File: src/rtl/h4_dfr_ram.sv
// ---------------------------------------------------------------------------
// h4_dfr_ram
// simple dual-port ram, one write and one registered read port
// ---------------------------------------------------------------------------
`default_nettype none

module h4_dfr_ram #(
    parameter int WIDTH = 8,
    parameter int DEPTH = 16,
    localparam int AW   = $clog2(DEPTH)
) (
    input  wire logic             i_clk,
    input  wire logic             i_wr_en,
    input  wire logic [AW-1:0]    i_wr_addr,
    input  wire logic [WIDTH-1:0] i_wr_data,
    input  wire logic             i_rd_en,
    input  wire logic [AW-1:0]    i_rd_addr,
    output logic      [WIDTH-1:0] o_rd_data
);

    logic [WIDTH-1:0] r_mem [DEPTH];

    always_ff @(posedge i_clk) begin
        if (i_wr_en) begin
            r_mem[i_wr_addr] <= i_wr_data;
        end
        // read data holds while no read is issued
        if (i_rd_en) begin
            o_rd_data <= r_mem[i_rd_addr];
        end
    end

endmodule

`default_nettype wire

File: config.mk
export PLATFORM = sky130hd
export DESIGN_NAME = h4_dfr_ram
export DESIGN_NICKNAME = d
export VERILOG_FILES = /design/src/rtl/h4_dfr_ram.sv
export SDC_FILE = /design/constraint.sdc
export NUM_CORES = 1
export LEC_CHECK = 0
export ABC_CLOCK_PERIOD_IN_PS = 3000
export BUFFER_PORTS_ARGS = -buffer_cell sky130_fd_sc_hd__buf_2
export CORE_MARGIN = 2
export CORE_UTILIZATION = 60
export CTS_BUF_LIST = sky130_fd_sc_hd__clkbuf_16
export DETAILED_ROUTE_END_ITERATION = 10
export PLACE_DENSITY_LB_ADDON = 0.08
export SLEW_MARGIN = 10
export SYNTH_ARGS = -nofsm -noshare
export SYNTH_HDL_FRONTEND = slang
export SYNTH_SLANG_ARGS = --single-unit
File: constraint.sdc
create_clock -name i_clk -period 3 [get_ports i_clk]
set_clock_uncertainty 0.15 [all_clocks]
set_input_delay 0.3 -clock i_clk [delete_from_list [all_inputs] [get_ports i_clk]]
set_output_delay 0.3 -clock i_clk [all_outputs]
set_load 0.05 [all_outputs]
==> results.md, run 1 <==
- Status: complete, no violations
- CTS Buffer Depth: 2
- DR WL/cell: 24.8 um
- Final setup violation count: 0
- Relative slew slack: 39.7%
- Final Hold Viols: 0
- CTS sink count: 136
- Hold buffer count at cts: 0
- Register area share after synthesis: 78.1%
- Ant diodes: 0
- Synthesized area: 0.00523 mm2
- Chip Height: 97.3 um
- Async set-reset flop share out of synthesis: 0%
- Pins Over Slew Limit: 0
- Hold Path Sink: o_rd_data[3]
- Ys flop type: edfxtp_1
- CTS tree: built
- Die width: 97.3 um
- CP Data Arrival Time: 1.80 ns
- WHS Path Cells: 1
- CTS buffer count: 17
- Row cnt: 34
- Worst setup EP type: flip-flop
- Overflow after GRT: 0
- Number of global-route vias before repair: 2540
- Worst Setup Path Type: reg -> reg
- Hold crit path type: in -> reg
- #FFs+latches synth: 136
- DRT Pass-1 Iters: 4
- Clock root cell: clkbuf_16
- DR iter-0 viols: 163
- H-tree levels: 4
- FF-to-FF path depth: 3
- CP startpoint kind: flip-flop
- Area after DPL: 0.00550 mm2
- Clock Pin Slew Worst Setup and Hold Paths: 0.06 ns
- RR Endpoint: o_rd_data[2]
- Vias per cell: 6.22
- CP Launch Point: r_mem[10][2]
- Worst IR Drop VDD: 0.000441 V
- Syn Inst Count: 229
- Finished Layout Cells: 393
- Post-DRT Antenna Nets: 0
- Max Cap Violations: 0
- Layout Area Growth over Synthesis: 17.3%
- Routed wire length: 9750 um
- PortBufs: 26
- Share of cells above drive strength 1: 28.8%
- Fin crit share: 60.5%
- Least-Margin Pin Slew: 0.901 ns
- Starting density of the core: 60.8%
- I/O Pins: 27
- Die Area: 0.00948 mm2
- Launching point of the worst reg2reg path: r_mem[10][2]
- Hold path startpoint: i_rd_en
- Core area: 0.00859 mm2
- Fmax achieved: 551 MHz
- Final HPWL DP: 6040 um
- Worst endpoint required time: 2.98 ns
- Clock latency on the worst-skew pair: 0.40 ns
- Final instance area: 0.00613 mm2
- Netlist cell types: 18
- Cell taking the most area after synthesis: edfxtp_1
- Initial antenna violation count: 0
- Global-route wire length before repair: 14900 um
- Top cells by area, synth: edfxtp_1 78%, mux4_2 7.8%, mux4_1 7.0%
- PostCTS Resize Cnt: 0
- Tmin final: 1.82 ns
- Mapped Avg Cell Area: 22.8 um2
- Power Dens Cells: 745 mW/mm2
- Total Nets Final: 292
- Top-count cell post-synth: edfxtp_1
- Syn nets: 248
- RSZ-0062 raised after global routing: false
- Yosys warnings: 0
- Synth top cells by count: 136 x edfxtp_1, 18 x mux4_2, 16 x a22oi_1, 14 x mux4_1, 13 x nor2_1
- Leakage: 2.07 nW
- Drt drc: 0
- Post-synth top area share: 78.1%
- Vias: 2444
- Worst R2R Setup Slack: 1.18 ns
- EDFF count, synth: 136
- Pin count of the biggest net entering global routing: 27
- Placed cell count: 362
- Max Fanout on Critical Path: 1
- Setup TNS: 0 ns
- Total power: 4.57 mW
- RePlAce Congestion: 0.736
- Post-CTS Setup Inserts: 0
- Tot GR Track Use: 22.1%
==> worst max-delay path by stage <==
stage	slack, ns	endpoint
after detailed placement	0.74	o_rd_data[4]
after global placement	0.77	o_rd_data[4]
after floorplan	1.06	r_mem[0][0]
after CTS	1.18	o_rd_data[4]
final	1.18	o_rd_data[2]
after global routing	1.12	o_rd_data[4]
==> final cells by class <==
| cell class | count | area [um2] |
|---|---|---|
| Clock buffer | 17 | 425 |
| Sequential cell | 136 | 4080 |
| Timing Repair Buffer | 35 | 223 |
| Tap cell | 108 | 135 |
| Fill cell | 533 | 2460 |
| Multi-Input combinational cell | 83 | 1060 |
| Clock inverter | 14 | 208 |
==> power by group <==
group          internal (mW)  switching, mW
Combinational         0.0803          0.140
Sequential              2.14         0.0118
Clock                   1.46          0.729
==> cells in the final DEF (no fill, tap or decap), drive strengths merged <==
cell type,instances
a22oi,16
and2,1
and2b,1
buf,35
bufinv,5
clkbuf,17
clkinv,4
clkinvlp,2
edfxtp,136
inv,3
mux4,32
nand2,9
nand2b,2
nand3,1
nand3b,2
nor2,13
nor2b,1
nor3,4
or3b,1
==> kinds of logic after synthesis <==
logic type,share of synthesized area [%]
and+or+nand+nor,3.14
AOI/OAI and AO/OA,2.30
buffers and inverters,1.65
muxes,14.8
DFF,78.1
==> stage by stage <==
step                hold WS (ns)  setup WS, ns  utilization (%)
floorplan                  0.249          1.06                -
global placement           0.532         0.773             64.0
detailed placement         0.525         0.741             64.0
CTS                       0.0986          1.18             71.4
global route               0.104          1.12             71.4
finish                     0.114          1.18             71.4
==> metal layers <==
layer  part of all wire, %  global-route usage, %  up-vias  wire, um
met1                    43                   31.2     1275      4200
met5                     0                      0        -         0
met4                   2.0                   9.40        0       194
met2                    49                   33.5       84      4820
met3                   5.4                   5.61       10       531
li1                      -                      -     1075         -
==> state kept, by name, summed over array words and instances (netlist names) <==
name	flops
r_mem	128
o_rd_data	8
==> critical path, stage by stage, from the launching register on <==
cell      delay (ns)
edfxtp_1        0.37
mux4_1          0.51
a22oi_1         0.42
nand2_1         0.10
(Power assumes the default switching activity.)
==> run 2: changes to the inputs <==
--- a/config.mk
+++ b/config.mk
@@ -5,10 +5,10 @@
 export SDC_FILE = /design/constraint.sdc
 export NUM_CORES = 1
 export LEC_CHECK = 0
-export ABC_CLOCK_PERIOD_IN_PS = 3000
+export ABC_CLOCK_PERIOD_IN_PS = 1670
 export BUFFER_PORTS_ARGS = -buffer_cell sky130_fd_sc_hd__buf_2
 export CORE_MARGIN = 2
-export CORE_UTILIZATION = 60
+export CORE_UTILIZATION = 54
 export CTS_BUF_LIST = sky130_fd_sc_hd__clkbuf_16
 export DETAILED_ROUTE_END_ITERATION = 10
 export PLACE_DENSITY_LB_ADDON = 0.08
==> constraint.sdc (replaced) <==
create_clock -name i_clk -period 1.67 [get_ports i_clk]
set_clock_uncertainty 0.15 [all_clocks]
set_input_delay 0.167 -clock i_clk [delete_from_list [all_inputs] [get_ports i_clk]]
set_output_delay 0.167 -clock i_clk [all_outputs]
set_load 0.05 [all_outputs]
==> results.md, run 2 (synthesized netlist as in run 1, its figures left out) <==
- Crit path largest cell delay: 0.47 ns
- Die width: 102 um
- Final setup violation count: 0
- Most common cell after layout, fill and taps aside: edfxtp_1
- Starting density of the core: 56.0%
- Initial antenna violation count: 0
- Biggest regs: r_mem: 128 flops, o_rd_data: 8 flops
- RePlAce Congestion: 0.725
- Chip Height: 102 um
- Final Hold Viols: 0
- Multi-input gate area: 0.00108 mm2
- Biggest register: r_mem
- Least-Margin Pin Slew: 0.878 ns
- Routed wire length: 10000 um
- Share of cells above drive strength 1: 34.0%
- Register area: 0.00408 mm2
- Hold crit path type: in -> reg
- Die Area: 0.0105 mm2
- Tmin final: 1.61 ns
- Vias: 2467
- Total Nets Final: 312
- Worst Setup Path Type: reg -> reg
- # fillers: 597
- H-tree levels: 4
- Layout Area Growth over Synthesis: 21.2%
- Status: complete, no violations
- Fin crit share: 96.5%
- RSZ-0062 raised after global routing: false
- CTS tree: built
- Clock root cell: clkbuf_16
- CTS sink count: 136
- Crit-path leading delay family: multiplexers
- Leakage: 2.17 nW
- Relative slew slack: 41.3%
- CTS Buffer Depth: 2
- Post-CTS Setup Inserts: 0
- Worst R2R Setup Slack: 0.06 ns
- Overflow after GRT: 0
- Max Fanout on Critical Path: 1
- Commonest non-fill, non-tap cells in the layout: 136 x edfxtp_1, 26 x buf_2, 19 x buf_4
- Row cnt: 35
- Cell Chain, Critical Path: mux4_2 -> a22oi_1 -> nand2_1
- Global-route wire length before repair: 14800 um
- Vias per cell: 5.67
- CP startpoint kind: flip-flop
- DR iter-0 viols: 166
- Worst Path Buf+Inv: 0
- Worst IR Drop VDD: 0.000764 V
- Max reg flops: 128
- Pins Over Slew Limit: 0
- Finished Layout Cells: 435
- Clock latency on the worst-skew pair: 0.41 ns
- Core area: 0.00933 mm2
- PortBufs: 26
- Number of global-route vias before repair: 2482
- Clock Pin Slew Worst Setup and Hold Paths: 0.06 ns
- Area after DPL: 0.00566 mm2
- Post-DRT Antenna Nets: 0
- DR WL/cell: 23.0 um
- Final instance area: 0.00633 mm2
- Worst setup EP type: flip-flop
- Max Cap Violations: 0
- CP Data Arrival Time: 1.61 ns
- Placed cell count: 397
- Worst endpoint required time: 1.67 ns
- Ant diodes: 0
- Slowest cell on crit path: mux4_2
- Tot GR Track Use: 21.1%
- Final HPWL DP: 6260 um
- CTS buffer count: 17
- Drt drc: 0
- Pin count of the biggest net entering global routing: 22
- Fmax achieved: 621 MHz
- DRT Pass-1 Iters: 4
- I/O Pins: 27
- Power Dens Cells: 1260 mW/mm2
## run 2: changes by cell type in the layout (fill, tap and decap cells not counted)
| cell | delta |
|---|---|
| dlygate4sd3_1 | +6 |
| buf_12 | +2 |
| inv_1 | -2 |
| inv_8 | +1 |
| buf_4 | +12 |
| inv_6 | +4 |
| nor3_1 | -1 |
| a22oi_1 | -4 |
| clkinv_4 | +3 |
| nor3_2 | +1 |
| bufinv_16 | -3 |
| a22oi_2 | +4 |
| clkinvlp_4 | -2 |
## run 2: worst register-to-register path, cell delays in order, from the launching register on
cell and delay, ns:
edfxtp_1 0.36, mux4_2 0.47, a22oi_1 0.29, nand2_1 0.08
## run 2: path summary, 6_finish.rpt
check,end,cells past startpoint,start
max,o_rd_data[6],3,r_mem[10][6]
min reg2reg,o_rd_data[4],3,r_mem[15][4]
min,r_mem[14][0],1,i_wr_data[0]
max reg2reg,o_rd_data[6],3,r_mem[10][6]
## run 2: layout make-up
| class | instances | share of cell area, % |
|---|---|---|
| sequential | 136 | 64.5 |
| multi-input combinational | 83 | 17.1 |
| clock buffer | 17 | 6.72 |
| timing repair buffer | 55 | 6.52 |
| clock inverter | 15 | 2.65 |
| tap | 129 | 2.55 |
## run 2: per-layer routing
metal	global-route usage, %	share of wire (%)	vias up
li1	-	-	1110
met1	30.2	44	1284
met2	32.8	51	62
met3	4.51	3.9	11
met4	7.69	0.65	0
met5	0	0	-
## run 2: per-stage QoR
step	hold slack [ns]	power, mW	setup WS, ns	TNS [ns]	utilization [%]
2_1_floorplan	0.116	4.19	0.0706	0	-
3_3_place_gp	0.414	4.36	-0.239	-1.37	60.7
5_1_grt	0.00713	8.22	0.0133	0	67.9
3_5_place_dp	0.417	4.37	-0.245	-1.40	60.7
6_report	0.00566	7.99	0.0584	0	67.9
4_1_cts	0.000369	8.03	0.0283	0	67.7
## run 2: report_power, final
part | internal [mW] | switching (mW)
Clock | 2.23 | 1.46
Sequential | 3.85 | 0.0195
Combinational | 0.175 | 0.262
Total | 6.25 | 1.74
## run 2: what timing repair did
action,4_1_cts,5_1_grt
hold endpoints to repair,71,0
hold buffers,6,0
endpoints found under the setup margin,1,3
resized for setup,1,3
==> run 3: changes to the inputs <==
--- a/config.mk
+++ b/config.mk
@@ -11,8 +11,10 @@
 export CORE_UTILIZATION = 54
 export CTS_BUF_LIST = sky130_fd_sc_hd__clkbuf_16
 export DETAILED_ROUTE_END_ITERATION = 10
+export GPL_TIMING_DRIVEN = 0
 export PLACE_DENSITY_LB_ADDON = 0.08
 export SLEW_MARGIN = 10
 export SYNTH_ARGS = -nofsm -noshare
 export SYNTH_HDL_FRONTEND = slang
 export SYNTH_SLANG_ARGS = --single-unit
+export TNS_END_PERCENT = 30
==> results.md, run 3 (synthesized netlist as in run 1, its figures left out) <==
- Global-route wire length before repair: 14400 um
- Final WS setup: 0.0385 ns
- Share of cells above drive strength 1: 31.3%
- RePlAce Congestion: 0.742
- Area after DPL: 0.00552 mm2
- Most common cell after layout, fill and taps aside: edfxtp_1
- CTS buffer count: 17
- Commonest non-fill, non-tap cells in the layout: 136 x edfxtp_1, 28 x buf_2, 19 x mux4_2
- I/O Pins: 27
- Fin crit share: 97.7%
- Final setup violation count: 0
- Final HPWL DP: 5940 um
- Dpl ws: -0.347 ns
- Tot GR Track Use: 20.5%
- Final Util: 65.4%
- Clock root cell: clkbuf_16
- Worst setup EP type: flip-flop
- Placed cell count: 383
- Clock latency on the worst-skew pair: 0.40 ns
- Power Dens Cells: 1240 mW/mm2
- Total Nets Final: 294
- Post-DRT Antenna Nets: 0
- Die width: 102 um
- Fmax achieved: 613 MHz
- Row cnt: 35
- Max Cap Violations: 0
- CTS Buffer Depth: 2
- Number of global-route vias before repair: 2332
- DR WL/cell: 22.8 um
- Biggest register: r_mem
- Core area: 0.00933 mm2
- Leakage: 2.03 nW
- RSZ-0062 raised after global routing: false
- Finished Layout Cells: 417
- Post-CTS Setup Inserts: 0
- # fillers: 653
- Initial antenna violation count: 0
- Routed wire length: 9500 um
- Status: complete, no violations
- Starting density of the core: 56.0%
- Tmin final: 1.63 ns
- Overflow after GRT: 0
- WHS Path Cells: 1
- Vias per cell: 5.74
- H-tree levels: 4
- Layout Area Growth over Synthesis: 16.7%
- Pin count of the biggest net entering global routing: 17
- Final Hold Viols: 0
- Die Area: 0.0105 mm2
- DRT Pass-1 Iters: 4
- Biggest regs: r_mem: 128 flops, o_rd_data: 8 flops
- Max Fanout on Critical Path: 1
- Vias: 2395
- Final instance area: 0.00610 mm2
- DR iter-0 viols: 191
- Clock Pin Slew Worst Setup and Hold Paths: 0.05 ns
- PortBufs: 25
- CP Data Arrival Time: 1.63 ns
- Drt drc: 0
- Ant diodes: 0
- Hold crit path type: in -> reg
- CP startpoint kind: flip-flop
- Chip Height: 102 um
- CTS tree: built
- Worst endpoint required time: 1.67 ns
- FF-to-FF path depth: 3
- Max reg flops: 128
- Least-Margin Pin Slew: 0.838 ns
- CTS sink count: 136
- Worst IR Drop VDD: 0.000749 V
- Pins Over Slew Limit: 0
- Relative slew slack: 44.0%
- Worst Setup Path Type: reg -> reg
==> run 3: worst max-delay path: stages (launching register included) <==
cell and delay (ns):
edfxtp_1 0.37, mux4_1 0.56, a22oi_1 0.22, nand2_1 0.07
==> run 3: final timing paths <==
| check | slack (ns) | end | start |
|---|---|---|---|
| min | 0.01 | r_mem[5][6] | i_wr_data[6] |
| max | 0.04 | o_rd_data[1] | r_mem[4][1] |
| max reg2reg | 0.04 | o_rd_data[1] | r_mem[4][1] |
| min reg2reg | 0.60 | o_rd_data[3] | r_mem[8][3] |
==> run 3: routing by layer <==
metal | track usage [%] | wire (um) | vias to the layer above
li1 | - | - | 1076
met1 | 31.4 | 4280 | 1217
met2 | 29.1 | 4410 | 93
met3 | 5.54 | 709 | 9
met4 | 6.77 | 106 | 0
met5 | 0 | 0 | -
==> run 3: timing repair <==
action / in CTS / in global routing
hold buffers: 2 / 0
gates resized for setup: 2 / 5
pin swaps: 0 / 1
endpoints found under the setup margin: 2 / 7
hold endpoints to repair: 24 / 0
==> run 3: cell type report <==
type | instances | area [um2] | share of cell area [%]
plain buffers | 10 | 86.3 | 1.41
clock buffers | 17 | 425 | 6.97
clock inverters | 15 | 98.8 | 1.62
multi-input cells | 83 | 1100 | 18.0
flip-flops and latches | 136 | 4080 | 66.9
well taps | 129 | 161 | 2.65
repair buffers | 27 | 145 | 2.38
==> run 3: through the flow <==
| stage | setup TNS, ns | power [mW] | hold slack (ns) |
|---|---|---|---|
| after floorplan | 0 | 4.19 | 0.116 |
| after global placement | -22.46 | 4.34 | 0.366 |
| after detailed placement | -20.28 | 4.35 | 0.367 |
| after CTS | 0 | 7.59 | 0.00402 |
| after global routing | 0 | 7.79 | 0.0210 |
| final | 0 | 7.56 | 0.0136 |
==> run 3: power by group <==
part           internal [mW]  switching, mW
Sequential              3.85         0.0152
Clock                   1.99           1.28
Combinational          0.156          0.271
